## config.mk

```make
export PLATFORM = sky130hd
export DESIGN_NAME = gps_time_to_calendar_date
export DESIGN_NICKNAME = d
export VERILOG_FILES = /design/src/hdl/gpscal_pkg.sv /design/src/hdl/gps_time_to_calendar_date.sv /design/src/hdl/gpscal_ctrl.sv /design/src/hdl/gpscal_dp.sv
export SDC_FILE = /design/constraint.sdc
export NUM_CORES = 1
export LEC_CHECK = 0
export ABC_CLOCK_PERIOD_IN_PS = 6600
export BUFFER_PORTS_ARGS = -buffer_cell sky130_fd_sc_hd__buf_2
export CORE_MARGIN = 1
export CORE_UTILIZATION = 30
export DETAILED_ROUTE_END_ITERATION = 7
export GPL_ROUTABILITY_DRIVEN = 0
export PLACE_DENSITY = 0.51
export SYNTH_ARGS = -nofsm -noshare
export SYNTH_HDL_FRONTEND = slang
export SYNTH_SLANG_ARGS = --single-unit
```

## constraint.sdc

```tcl
create_clock -name clk -period 6.6 [get_ports clk]
set_input_delay 0.99 -clock clk [delete_from_list [all_inputs] [get_ports clk]]
set_output_delay 0.99 -clock clk [all_outputs]
set_load 0.01 [all_outputs]
```

## src/hdl/gpscal_pkg.sv

```systemverilog
// ----------------------------------------------------------------------------
// gpscal_pkg
// Shared types, constants and tables for the GPS time to calendar converter.
// ----------------------------------------------------------------------------
package gpscal_pkg;

  // Widths of the input and result fields.
  localparam int unsigned WEEK_W   = 13;
  localparam int unsigned SECS_W   = 20;
  localparam int unsigned FRAC_W   = 16;
  localparam int unsigned YEAR_W   = 12;
  localparam int unsigned YY_W     = 7;
  localparam int unsigned MONTH_W  = 4;
  localparam int unsigned DOM_W    = 5;
  localparam int unsigned DOY_W    = 9;
  localparam int unsigned HOUR_W   = 5;
  localparam int unsigned MIN_W    = 6;
  localparam int unsigned SEC_W    = 6;

  // Internal widths.
  localparam int unsigned DAYS_W   = 16;  // days since epoch, at most 51869
  localparam int unsigned DOW_W    = 3;
  localparam int unsigned REM_W    = 17;  // seconds within a day
  localparam int unsigned MREM_W   = 12;  // seconds within an hour
  localparam int unsigned MIDX_W   = 4;   // month index 0..11

  // Epoch and time constants.
  localparam int unsigned EPOCH_WEEK    = 782;
  localparam int unsigned EPOCH_YEAR    = 1995;
  localparam int unsigned EPOCH_YY      = EPOCH_YEAR % 100;
  localparam int unsigned EPOCH_CENT    = (EPOCH_YEAR / 100) % 4;
  localparam int unsigned SECS_PER_WEEK = 604800;
  localparam int unsigned SECS_PER_DAY  = 86400;
  localparam int unsigned SECS_PER_HOUR = 3600;
  localparam int unsigned SECS_PER_MIN  = 60;
  localparam int unsigned DAYS_PER_WEEK = 7;
  localparam int unsigned HOURS_PER_DAY = 24;
  localparam int unsigned MINS_PER_HOUR = 60;
  localparam int unsigned LAST_MONTH    = 11;
  localparam int unsigned BASE_YEAR_LEN = 365;

  // Commands from the controller to the datapath.
  typedef struct packed {
    logic load;        // capture a new input item
    logic day_split;   // split seconds of week into day and seconds of day
    logic hour_split;  // split seconds of day into hour; form days since epoch
    logic min_split;   // split seconds of hour into minute and second
    logic year_step;   // take one whole year off the day count
    logic year_fix;    // year found; set up the month search
    logic month_step;  // take one whole month off the day of month
    logic finish;      // load the result registers and strobe them
  } cmd_t;

  // Status from the datapath to the controller.
  typedef struct packed {
    logic in_range;    // week and seconds are inside the supported span
    logic year_done;   // remaining days fit inside the current year
    logic month_done;  // day of month fits the current month
  } status_t;

  // Days in a month, by leap flag and month index 0..11.
  function automatic logic [DOM_W-1:0] month_len(input logic leap,
                                                 input logic [MIDX_W-1:0] mon);
    logic [DOM_W-1:0] len;
    unique case (mon)
      4'd1:                      len = leap ? 5'd29 : 5'd28;
      4'd3, 4'd5, 4'd8, 4'd10:   len = 5'd30;
      default:                   len = 5'd31;
    endcase
    return len;
  endfunction

endpackage

```

## src/hdl/gps_time_to_calendar_date.sv

```systemverilog
// ----------------------------------------------------------------------------
// gps_time_to_calendar_date
// Converts a GPS week number and seconds of week to a Gregorian date and time.
// ----------------------------------------------------------------------------
// Usage:
//   Drive in_gps_week, in_week_seconds and in_second_fraction and raise start.
//   The transfer is taken at a clock edge where start is high and busy is low;
//   busy then stays high until the result has been issued.
//   The result appears on the out_ ports for one cycle, marked by out_strobe,
//   and is taken at the edge that ends that cycle. The receiver cannot stall.
//   out_valid_res is low, and every other field zero, when the week precedes
//   week 782 or the seconds reach a full week.
// Sequence:
//   In range: the day, hour and minute splits run in turn, then the year
//   walk steps one year per cycle from 1995 (up to 142 whole years over the
//   full week range), then the month walk steps up through the month index
//   (0 to 11) until the day fits, and then the result is issued.
//   Out of range: the item goes from the day split straight to the result.
//   A new item can be taken in the cycle the strobe is shown.
// Reset:
//   rst_n is synchronous and active low; it returns the sequencer to idle and
//   clears the strobe. No result is pending after reset.
// ----------------------------------------------------------------------------
module gps_time_to_calendar_date (
  input  logic                                clk,
  input  logic                                rst_n,
  input  logic                                start,
  output logic                                busy,
  input  logic [gpscal_pkg::WEEK_W-1:0]       in_gps_week,
  input  logic [gpscal_pkg::SECS_W-1:0]       in_week_seconds,
  input  logic [gpscal_pkg::FRAC_W-1:0]       in_second_fraction,
  output logic                                out_strobe,
  output logic                                out_valid_res,
  output logic [gpscal_pkg::YEAR_W-1:0]       out_year,
  output logic [gpscal_pkg::YY_W-1:0]         out_year_two_digit,
  output logic [gpscal_pkg::MONTH_W-1:0]      out_month,
  output logic [gpscal_pkg::DOM_W-1:0]        out_day_of_month,
  output logic [gpscal_pkg::DOY_W-1:0]        out_day_of_year,
  output logic [gpscal_pkg::HOUR_W-1:0]       out_hour,
  output logic [gpscal_pkg::MIN_W-1:0]        out_minute,
  output logic [gpscal_pkg::SEC_W-1:0]        out_second,
  output logic [gpscal_pkg::FRAC_W-1:0]       out_second_frac_out
);

  gpscal_pkg::cmd_t    cmd;
  gpscal_pkg::status_t sts;

  // Sequencer.
  gpscal_ctrl u_ctrl (
    .clk   (clk),
    .rst_n (rst_n),
    .start (start),
    .busy  (busy),
    .sts   (sts),
    .cmd   (cmd)
  );

  // Datapath and result registers.
  gpscal_dp u_dp (
    .clk                 (clk),
    .rst_n               (rst_n),
    .cmd                 (cmd),
    .sts                 (sts),
    .in_gps_week         (in_gps_week),
    .in_week_seconds     (in_week_seconds),
    .in_second_fraction  (in_second_fraction),
    .out_strobe          (out_strobe),
    .out_valid_res       (out_valid_res),
    .out_year            (out_year),
    .out_year_two_digit  (out_year_two_digit),
    .out_month           (out_month),
    .out_day_of_month    (out_day_of_month),
    .out_day_of_year     (out_day_of_year),
    .out_hour            (out_hour),
    .out_minute          (out_minute),
    .out_second          (out_second),
    .out_second_frac_out (out_second_frac_out)
  );

endmodule

```

## src/hdl/gpscal_ctrl.sv

```systemverilog
// ----------------------------------------------------------------------------
// gpscal_ctrl
// Sequencer for the converter: splits the time of day, walks the years and
// months one per cycle, issues the result; out-of-range items skip to it.
// ----------------------------------------------------------------------------
module gpscal_ctrl (
  input  logic               clk,
  input  logic               rst_n,
  input  logic               start,
  output logic               busy,
  input  gpscal_pkg::status_t sts,
  output gpscal_pkg::cmd_t    cmd
);

  typedef enum logic [6:0] {
    S_IDLE  = 7'b0000001,
    S_DAY   = 7'b0000010,
    S_HOUR  = 7'b0000100,
    S_MIN   = 7'b0001000,
    S_YEAR  = 7'b0010000,
    S_MONTH = 7'b0100000,
    S_DONE  = 7'b1000000
  } state_t;

  state_t state_r, state_nxt;

  // Next state and commands.
  always_comb begin
    state_nxt = state_r;
    cmd       = '0;
    unique case (state_r)
      S_IDLE: begin
        if (start) begin
          cmd.load  = 1'b1;
          state_nxt = S_DAY;
        end
      end
      S_DAY: begin
        if (sts.in_range) begin
          cmd.day_split = 1'b1;
          state_nxt     = S_HOUR;
        end else begin
          state_nxt = S_DONE;
        end
      end
      S_HOUR: begin
        cmd.hour_split = 1'b1;
        state_nxt      = S_MIN;
      end
      S_MIN: begin
        cmd.min_split = 1'b1;
        state_nxt     = S_YEAR;
      end
      S_YEAR: begin
        if (sts.year_done) begin
          cmd.year_fix = 1'b1;
          state_nxt    = S_MONTH;
        end else begin
          cmd.year_step = 1'b1;
        end
      end
      S_MONTH: begin
        if (sts.month_done) begin
          state_nxt = S_DONE;
        end else begin
          cmd.month_step = 1'b1;
        end
      end
      S_DONE: begin
        cmd.finish = 1'b1;
        state_nxt  = S_IDLE;
      end
      default: begin
        state_nxt = S_IDLE;
      end
    endcase
  end

  // State register.
  always_ff @(posedge clk) begin
    if (!rst_n) begin
      state_r <= S_IDLE;
    end else begin
      state_r <= state_nxt;
    end
  end

  assign busy = (state_r != S_IDLE);

  // An accepted transfer always starts the day split.
  a_start_to_day: assert property (@(posedge clk) disable iff (!rst_n)
    (start && !busy) |=> (state_r == S_DAY))
    else $error("accepted item did not enter the day split");

  // The year walk stays put until the remaining days fit the year.
  a_year_holds: assert property (@(posedge clk) disable iff (!rst_n)
    (state_r == S_YEAR && !sts.year_done) |=> (state_r == S_YEAR))
    else $error("year walk left before the year was found");

  // Out-of-range items skip the whole computation.
  a_range_skip: assert property (@(posedge clk) disable iff (!rst_n)
    (state_r == S_DAY && !sts.in_range) |=> (state_r == S_DONE))
    else $error("out-of-range item was not sent straight to the result");

endmodule

```

## src/hdl/gpscal_dp.sv

```systemverilog
// ----------------------------------------------------------------------------
// gpscal_dp
// Datapath of the converter: input capture, time-of-day split, year and
// month counters with leap tracking, and the result registers.
// ----------------------------------------------------------------------------
module gpscal_dp (
  input  logic                                clk,
  input  logic                                rst_n,
  input  gpscal_pkg::cmd_t                    cmd,
  output gpscal_pkg::status_t                 sts,
  input  logic [gpscal_pkg::WEEK_W-1:0]       in_gps_week,
  input  logic [gpscal_pkg::SECS_W-1:0]       in_week_seconds,
  input  logic [gpscal_pkg::FRAC_W-1:0]       in_second_fraction,
  output logic                                out_strobe,
  output logic                                out_valid_res,
  output logic [gpscal_pkg::YEAR_W-1:0]       out_year,
  output logic [gpscal_pkg::YY_W-1:0]         out_year_two_digit,
  output logic [gpscal_pkg::MONTH_W-1:0]      out_month,
  output logic [gpscal_pkg::DOM_W-1:0]        out_day_of_month,
  output logic [gpscal_pkg::DOY_W-1:0]        out_day_of_year,
  output logic [gpscal_pkg::HOUR_W-1:0]       out_hour,
  output logic [gpscal_pkg::MIN_W-1:0]        out_minute,
  output logic [gpscal_pkg::SEC_W-1:0]        out_second,
  output logic [gpscal_pkg::FRAC_W-1:0]       out_second_frac_out
);

  // Working registers.
  logic [gpscal_pkg::WEEK_W-1:0]  week_r;
  logic [gpscal_pkg::SECS_W-1:0]  secs_r;
  logic [gpscal_pkg::FRAC_W-1:0]  frac_r;
  logic [gpscal_pkg::REM_W-1:0]   rem_r;
  logic [gpscal_pkg::DOW_W-1:0]   dow_r;
  logic [gpscal_pkg::HOUR_W-1:0]  hr_r;
  logic [gpscal_pkg::MIN_W-1:0]   mn_r;
  logic [gpscal_pkg::SEC_W-1:0]   sc_r;
  logic [gpscal_pkg::DAYS_W-1:0]  days_r;
  logic [gpscal_pkg::YEAR_W-1:0]  year_r;
  logic [gpscal_pkg::YY_W-1:0]    yy_r;
  logic [1:0]                     cent_r;
  logic [gpscal_pkg::MIDX_W-1:0]  mon_r;
  logic [gpscal_pkg::DOY_W-1:0]   dom_r;
  logic [gpscal_pkg::DOY_W-1:0]   doy_r;

  // Result registers.
  logic                            strobe_r;
  logic                            valid_r;
  logic [gpscal_pkg::YEAR_W-1:0]   oyear_r;
  logic [gpscal_pkg::YY_W-1:0]     oyy_r;
  logic [gpscal_pkg::MONTH_W-1:0]  omon_r;
  logic [gpscal_pkg::DOM_W-1:0]    odom_r;
  logic [gpscal_pkg::DOY_W-1:0]    odoy_r;
  logic [gpscal_pkg::HOUR_W-1:0]   ohr_r;
  logic [gpscal_pkg::MIN_W-1:0]    omn_r;
  logic [gpscal_pkg::SEC_W-1:0]    osc_r;
  logic [gpscal_pkg::FRAC_W-1:0]   ofrac_r;

  // Combinational split results.
  logic [gpscal_pkg::DOW_W-1:0]   dow_nxt;
  logic [gpscal_pkg::SECS_W-1:0]  day_base;
  logic [gpscal_pkg::HOUR_W-1:0]  hr_nxt;
  logic [gpscal_pkg::REM_W-1:0]   hour_base;
  logic [gpscal_pkg::MIN_W-1:0]   mn_nxt;
  logic [gpscal_pkg::MREM_W-1:0]  min_base;
  logic [gpscal_pkg::WEEK_W-1:0]  week_off;
  logic [gpscal_pkg::DAYS_W-1:0]  days_nxt;
  logic                           leap;
  logic [gpscal_pkg::DOY_W-1:0]   year_len;
  logic [gpscal_pkg::DOM_W-1:0]   mlen;

  // Range check on the captured item.
  assign sts.in_range = (week_r >= gpscal_pkg::WEEK_W'(gpscal_pkg::EPOCH_WEEK)) &&
                        (secs_r <  gpscal_pkg::SECS_W'(gpscal_pkg::SECS_PER_WEEK));

  // Day of week: parallel compares against whole-day boundaries.
  always_comb begin
    dow_nxt  = '0;
    day_base = '0;
    for (int k = 1; k < gpscal_pkg::DAYS_PER_WEEK; k++) begin
      if (secs_r >= gpscal_pkg::SECS_W'(k * gpscal_pkg::SECS_PER_DAY)) begin
        dow_nxt  = gpscal_pkg::DOW_W'(k);
        day_base = gpscal_pkg::SECS_W'(k * gpscal_pkg::SECS_PER_DAY);
      end
    end
  end

  // Hour of day: parallel compares against hour boundaries.
  always_comb begin
    hr_nxt    = '0;
    hour_base = '0;
    for (int k = 1; k < gpscal_pkg::HOURS_PER_DAY; k++) begin
      if (rem_r >= gpscal_pkg::REM_W'(k * gpscal_pkg::SECS_PER_HOUR)) begin
        hr_nxt    = gpscal_pkg::HOUR_W'(k);
        hour_base = gpscal_pkg::REM_W'(k * gpscal_pkg::SECS_PER_HOUR);
      end
    end
  end

  // Minute of hour: parallel compares against minute boundaries.
  always_comb begin
    mn_nxt   = '0;
    min_base = '0;
    for (int k = 1; k < gpscal_pkg::MINS_PER_HOUR; k++) begin
      if (rem_r[gpscal_pkg::MREM_W-1:0] >=
          gpscal_pkg::MREM_W'(k * gpscal_pkg::SECS_PER_MIN)) begin
        mn_nxt   = gpscal_pkg::MIN_W'(k);
        min_base = gpscal_pkg::MREM_W'(k * gpscal_pkg::SECS_PER_MIN);
      end
    end
  end

  // Days since epoch: weeks times seven, as eight minus one, plus the day.
  assign week_off = week_r - gpscal_pkg::WEEK_W'(gpscal_pkg::EPOCH_WEEK);
  assign days_nxt = ({week_off, 3'b000} - gpscal_pkg::DAYS_W'(week_off)) +
                    gpscal_pkg::DAYS_W'(dow_r);

  // Gregorian leap rule from the year counters: divisible by four, and
  // either not a century or a century divisible by four hundred.
  assign leap     = (year_r[1:0] == 2'b00) && ((yy_r != '0) || (cent_r == 2'b00));
  assign year_len = gpscal_pkg::DOY_W'(gpscal_pkg::BASE_YEAR_LEN) +
                    gpscal_pkg::DOY_W'(leap);
  assign mlen     = gpscal_pkg::month_len(leap, mon_r);

  assign sts.year_done  = (days_r < gpscal_pkg::DAYS_W'(year_len));
  assign sts.month_done = (mon_r == gpscal_pkg::MIDX_W'(gpscal_pkg::LAST_MONTH)) ||
                          (dom_r <= gpscal_pkg::DOY_W'(mlen));

  // Working registers.
  always_ff @(posedge clk) begin
    if (cmd.load) begin
      week_r <= in_gps_week;
      secs_r <= in_week_seconds;
      frac_r <= in_second_fraction;
      year_r <= gpscal_pkg::YEAR_W'(gpscal_pkg::EPOCH_YEAR);
      yy_r   <= gpscal_pkg::YY_W'(gpscal_pkg::EPOCH_YY);
      cent_r <= 2'(gpscal_pkg::EPOCH_CENT);
    end
    if (cmd.day_split) begin
      dow_r <= dow_nxt;
      rem_r <= gpscal_pkg::REM_W'(secs_r - day_base);
    end
    if (cmd.hour_split) begin
      hr_r   <= hr_nxt;
      rem_r  <= rem_r - hour_base;
      days_r <= days_nxt;
    end
    if (cmd.min_split) begin
      mn_r <= mn_nxt;
      sc_r <= gpscal_pkg::SEC_W'(rem_r[gpscal_pkg::MREM_W-1:0] - min_base);
    end
    // One year per cycle; the two-digit year and century wrap together.
    if (cmd.year_step) begin
      days_r <= days_r - gpscal_pkg::DAYS_W'(year_len);
      year_r <= year_r + 1'b1;
      if (yy_r == gpscal_pkg::YY_W'(99)) begin
        yy_r   <= '0;
        cent_r <= cent_r + 1'b1;
      end else begin
        yy_r <= yy_r + 1'b1;
      end
    end
    if (cmd.year_fix) begin
      doy_r <= gpscal_pkg::DOY_W'(days_r) + 1'b1;
      dom_r <= gpscal_pkg::DOY_W'(days_r) + 1'b1;
      mon_r <= '0;
    end
    if (cmd.month_step) begin
      dom_r <= dom_r - gpscal_pkg::DOY_W'(mlen);
      mon_r <= mon_r + 1'b1;
    end
  end

  // Result strobe.
  always_ff @(posedge clk) begin
    if (!rst_n) begin
      strobe_r <= 1'b0;
    end else begin
      strobe_r <= cmd.finish;
    end
  end

  // Result payload; an out-of-range item gives all zeros.
  always_ff @(posedge clk) begin
    if (cmd.finish) begin
      if (sts.in_range) begin
        valid_r <= 1'b1;
        oyear_r <= year_r;
        oyy_r   <= yy_r;
        omon_r  <= mon_r + 1'b1;
        odom_r  <= dom_r[gpscal_pkg::DOM_W-1:0];
        odoy_r  <= doy_r;
        ohr_r   <= hr_r;
        omn_r   <= mn_r;
        osc_r   <= sc_r;
        ofrac_r <= frac_r;
      end else begin
        valid_r <= 1'b0;
        oyear_r <= '0;
        oyy_r   <= '0;
        omon_r  <= '0;
        odom_r  <= '0;
        odoy_r  <= '0;
        ohr_r   <= '0;
        omn_r   <= '0;
        osc_r   <= '0;
        ofrac_r <= '0;
      end
    end
  end

  assign out_strobe          = strobe_r;
  assign out_valid_res       = valid_r;
  assign out_year            = oyear_r;
  assign out_year_two_digit  = oyy_r;
  assign out_month           = omon_r;
  assign out_day_of_month    = odom_r;
  assign out_day_of_year     = odoy_r;
  assign out_hour            = ohr_r;
  assign out_minute          = omn_r;
  assign out_second          = osc_r;
  assign out_second_frac_out = ofrac_r;

  // A finish command always produces a strobed result in the next cycle.
  a_finish_strobe: assert property (@(posedge clk) disable iff (!rst_n)
    cmd.finish |=> strobe_r)
    else $error("finish did not strobe a result");

  // A valid result carries a month in calendar range.
  a_month_range: assert property (@(posedge clk) disable iff (!rst_n)
    (strobe_r && valid_r) |-> (omon_r >= 4'd1 && omon_r <= 4'd12))
    else $error("valid result with a month out of range");

  // Each year step advances the year by exactly one.
  a_year_step: assert property (@(posedge clk) disable iff (!rst_n)
    cmd.year_step |=> (year_r == $past(year_r) + 1'b1))
    else $error("year counter did not advance by one");

endmodule
```

## After elaboration in Yosys (flattened, before gate mapping)

Index checks and enable logic that the tools add are counted.

- Multiply operators: 0
- Add/sub/neg operators: 14
- Reduce and logical (&&, ||, !) cells: 21
- Muxes and demuxes: 208
- Equal/unequal tests: 18
- Shift operators: 0
- Divide/modulo/power cells: 0
- Bitwise logic cells: 0
- $lt $le $gt $ge: 92

Operators by type and width:

| kind | number |
|---|---|
| $mux W6 | 59 |
| $ge A12 B12 Y1 const B | 25 |
| $mux W17 | 13 |
| $ge A12 B11 Y1 const B | 17 |
| $mux W16 | 11 |
| $mux W5 | 32 |
| $ge A17 B16 Y1 const B | 9 |
| $ge A12 B10 Y1 const B | 9 |
| $mux W4 | 26 |
| $ge A17 B15 Y1 const B | 5 |
| $ge A17 B17 Y1 const B | 5 |
| $mux W15 | 5 |
| $ge A20 B19 Y1 const B | 3 |
| $mux W7 | 7 |
| $ge A12 B9 Y1 const B | 4 |
| $pmux W7 S6 | 1 |
| $ge A20 B18 Y1 const B | 2 |
| $mux W12 | 3 |
| $mux W3 | 12 |
| $ge A17 B14 Y1 const B | 2 |
| $sub A17 B17 Y17 | 2 |
| $mux W2 | 16 |
| $mux W14 | 2 |
| $reduce_or A28 Y1 | 1 |
| other kinds (50) | 82 |

- Output and inout bits: 73
- Memories: 0
- Latch bits: 0
- Bits of input ports: 52
- Word-level logic and storage cells: 388
- Bits in read-only memories: 0
- Register bits after elaboration: 224
- Bits in writable memories: 0

## Depth between registers and ports, before layout

- Depth in word-level cells: 61
- Gate-level depth with buffers: 21
- Depth with buffers taken out: 19

## By module

From an unflattened synthesis, not the netlist that was laid out.

- Cell total of the unflattened synthesis: 1,425
- Area, all modules: 14,069.7 um2

By module, submodules not included:

| module | sequential area each (um2) | cells an instance | instances | area an instance (um2) |
|---|---|---|---|---|
| gpscal_dp | 6,486.2 | 1,375 | 1 | 13,608.1 |
| gpscal_ctrl | 140.1 | 50 | 1 | 461.7 |

## Worst setup path after synthesis

OpenSTA, ideal clock, no wires.

- Kind: register to register
- Start: register u_ctrl.state_r[5]
- End: register u_dp.odom_r (netlist bit u_dp.out_day_of_month[0]), enable pin
- Setup time: 0.603 ns
- Data required time: 5.997 ns
- Stages on the path, launching flop included: 4
- Path buffers: 0
- Period minus slack after synthesis: 6.473 ns
- Arrival time: 5.870 ns
- Setup slack: 0.127 ns
- Cells stage by stage: dfxtp_1 -> nor3_1 -> nand2_1 -> nor3b_1

RTL lines:

| element | line | RTL |
|---|---|---|
| from (decl) | gpscal_ctrl.sv:25 | `state_t state_r, state_nxt;` |
| from (signal assigned) | gpscal_ctrl.sv:84 | `state_r <= state_nxt;` |
| to (signal assigned) | gpscal_dp.sv:189 | `odom_r <= dom_r[gpscal_pkg::DOM_W-1:0];` |
| to (decl) | gpscal_dp.sv:50 | `logic [gpscal_pkg::DOM_W-1:0] odom_r;` |

## Worst setup path in the final report

- Start: register u_dp.rem_r[11] in the netlist's numbering
- End: register u_dp.rem_r[16] in the netlist's numbering (data pin)

- Longest elaborated chain between the ends: 26
- Elaborated cells on any way between the ends: 48
- Classes of those cells: add/sub (1); order compare (23); mux (24)

RTL lines:

| element | line | RTL |
|---|---|---|
| from (decl) | gpscal_dp.sv:31 | `logic [gpscal_pkg::REM_W-1:0] rem_r;` |
| from (signal assigned) | gpscal_dp.sv:139 | `rem_r <= gpscal_pkg::REM_W'(secs_r - day_base);` |
| from (signal assigned) | gpscal_dp.sv:143 | `rem_r <= rem_r - hour_base;` |
| $ge A17 B12 Y1 | gpscal_dp.sv:91 | `if (rem_r >= gpscal_pkg::REM_W'(k * gpscal_pkg::SECS_PER_HOUR)) begin` |
| $mux W12 | gpscal_dp.sv:91 |  |
| $mux W13 | gpscal_dp.sv:91 |  |
| $mux W14 (2 in series) | gpscal_dp.sv:91 |  |
| $mux W15 (5 in series) | gpscal_dp.sv:91 |  |
| $mux W16 (9 in series) | gpscal_dp.sv:91 |  |
| $mux W17 (5 in series) | gpscal_dp.sv:91 |  |
| $sub A17 B17 Y17 * | gpscal_dp.sv:143 |  |
| $mux W17 * | gpscal_dp.sv:141 | `if (cmd.hour_split) begin` |

Mark *: on every way between the ends. The rest lies on a longest branch, timed or not.
A chain may end at the register's enable or synchronous reset.

==> summary.md <==
| Metric | Value |
|---|---|
| Die Width | 215 µm |
| Class of the worst hold path | register to register |
| Via count | 10.8k |
| RSZ-0062 raised after global routing | false |
| Area of the multi-input gates | 0.00644 mm² |
| Starting density of the core | 30.6% |
| DRT antenna net count | 0 |
| CTS buffer count | 26 |
| Crit-path cells | nor2b_1 > nand2_1 > o311ai_1 > nor2_1 > a211o_1 > nor3_1 > o221a_2 > ha_1 > inv_1 > fa_1 > a21o_1 > a21oi_1 > o21a_1 > o31ai_1 > o41ai_1 > xor2_1 > mux2i_1 |
| Global route total overflow | 0 |
| Crit path max fanout | 19 |
| Worst-path clk slew | 0.06 ns |
| Leak | 5.84 nW |
| Setup Buffers After CTS | 0 |
| Fin crit share | 81.6% |
| Skew final | 0.00967 ns |
| Setup crit start kind | register |
| Clock Sinks | 224 |
| Library cells used by synthesis | 79 |
| CP Data Required Time | 6.88 ns |
| Post-CTS Resized | 0 |
| Post-Route WL | 35.3 mm |
| Die height | 215 µm |
| # DRC | 0 |
| Post-route setup slack | 1.21 ns |
| Post-Synthesis Cells | 1378 |
| Initial antenna violation count | 0 |
| FP Rows | 77 |
| Total global-route track usage | 14.9% |
| Ys Warns | 0 |
| First-pass GRT wire length | 56.2 mm |
| Commonest non-fill, non-tap cell in the layout | edfxtp_1 |
| Setup violations, final | 0 |
| Syn avg cell area | 9.85 µm² |
| Worst slew pin tran | 1.04 ns |
| Total power | 0.00389 W |
| CP Class | register to register |
| Die Area | 0.0461 mm² |
| Depth of the CTS H-tree | 1 |
| Commonest non-fill, non-tap cells in the layout | edfxtp_1 (214), nand2_1 (125), buf_2 (124) |
| Wirelength per Cell | 16.9 µm |
| Final Max Slew Viols | 0 |
| Slew HR | 30.8% |
| Port buffer count | 124 |
| CTS Buffer Depth | 3 |
| Cts hold-fix bufs | 0 |
| Post-Route Setup TNS | 0 ns |
| CTS tree | yes |
| Syn Nets | 1487 |
| Area delta synth->final | 14.7% |
| Pwr/cell area | 250 mW/mm² |
| Seq/Total Area, Yosys | 48.8% |
| Setup crit end kind | register |
| Max-cap viol count | 0 |
| CTS root buffer | clkbuf_16 |
| Status | finished clean |
| NumNets Final | 1586 |
| DP Wirelength | 25.4 mm |
| Iteration-0 DRC Markers | 908 |
| CP max stage delay | 0.67 ns |
| Pin count of the biggest net entering global routing | 73 |
| Ys async rst share | 0% |
| Mapped Area | 0.0136 mm² |
| Post-synthesis sequential element count | 224 |
| Share of cells above drive strength 1 | 13.3% |
| Most used DFF post-synth | edfxtp_1 |
| Post-placement cell count | 2041 |
| Slowest cell on crit path | edfxtp_1 |
| First drt pass iteration count | 5 |
| VDD IR max | 0.179 mV |
| Drt via density | 5.19 |
| Maximum clock frequency | 186 MHz |
| Number of synthesized flops with an enable pin | 214 |
| Fin. Hold Viols | 0 |
| Clk_lat worst skew | 0.55 ns |
| Non-Filler Instances | 2086 |
| Final min period | 5.39 ns |
| Fillers | 4471 |
| Antenna diodes | 0 |
| Place WS | 1.44 ns |
| FF+latch area | 0.00663 mm² |
| CORE AREA | 0.0444 mm² |
| WP data arrival | 5.67 ns |
| Ports | 125 |
| Vias in the first global route | 10.3k |
[state kept, by name (all words and copies together) (netlist names), 12 cells and up]
register	cells
u_dp.out_second_frac_out	16
u_dp.year_r	12
u_dp.days_r	16
u_dp.rem_r	17
u_dp.frac_r	16
u_dp.out_year	12
u_dp.week_r	13
u_dp.secs_r	20
[worst max-delay path: cells and delay by family, from the launching register on]
family	cells	cell delay, ns
xor+xnor	1	0.18
mux	1	0.08
buf+inv	1	0.05
fa+ha+maj	2	0.57
compound gates	8	2.28
flops	1	0.67
simple gates	4	1.27
[power by group]
part	internal, W	switching, W	total [W]	leakage (nW)
clock	0.000792	0.000574	0.00137	0.391
combinational	0.000327	0.000461	0.000788	3.44
sequential	0.00167	0.0000660	0.00174	2.01
total	0.00279	0.00110	0.00389	5.84
[synth_stat cells, types with 32 or more instances]
library cell | count | area, µm²
xnor2_1 | 41 | 359
o21ai_0 | 106 | 531
nand2_1 | 125 | 469
clkbuf_1 | 45 | 169
edfxtp_1 | 214 | 6430
inv_1 | 66 | 248
a21oi_1 | 106 | 531
nor3_1 | 32 | 160
nor2_1 | 116 | 435
ha_1 | 51 | 638
xor2_1 | 40 | 350
and2_1 | 77 | 482
[cells by family (layout without fill, tap and decap cells)]
logic type / count (synthesis) / count (layout) / synth area share, %
adders and majority gates: 57 / 57 / 5.59
buffers and inverters: 133 / 249 / 3.92
muxes: 6 / 6 / 0.452
xor gates and xnor gates: 81 / 81 / 5.23
DFF: 224 / 224 / 48.8
and+or+nand+nor: 503 / 503 / 18.7
AOI/OAI and AO/OA: 374 / 374 / 17.3
[path summary, 6_finish.rpt]
path	start	end	slack (ns)	cells past startpoint
setup / recovery	u_dp.rem_r[11]$_DFFE_PP_	u_dp.rem_r[16]$_DFFE_PP_	1.21	17
hold / removal	u_dp.cent_r[0]$_DFF_P_	u_dp.cent_r[0]$_DFF_P_	0.49	1
setup reg to reg	u_dp.rem_r[11]$_DFFE_PP_	u_dp.rem_r[16]$_DFFE_PP_	1.21	17
hold reg to reg	u_dp.cent_r[0]$_DFF_P_	u_dp.cent_r[0]$_DFF_P_	0.49	1
[per-layer routing]
layer | track usage, % | vias to the layer above | share of wire (%)
met1 | 21.4 | 5042 | 47
met3 | 2.45 | 97 | 6.6
met5 | 0 | - | 0
li1 | - | 5209 | -
met4 | 5.50 | 0 | 3.6
met2 | 22.4 | 480 | 43
[area by class of cell]
type	count	area share, %
Multi-Input combinational cell	1021	41.4
Clock buffer	29	4.25
Tap cell	592	4.76
Inverter	69	1.66
Clock inverter	16	0.844
Timing Repair Buffer	135	4.52
Sequential cell	224	42.6
[per-stage QoR]
stage                     hold slack (ns)  util, %  instance area, µm²
after floorplan                     0.428        -               13600
after global placement              0.449     33.3               14800
after detailed placement            0.466     33.3               14800
after global routing                0.523     35.0               15600
final                               0.492     35.0               15600
after CTS                           0.491     35.0               15600
Power figures use the tool's default switching activity.
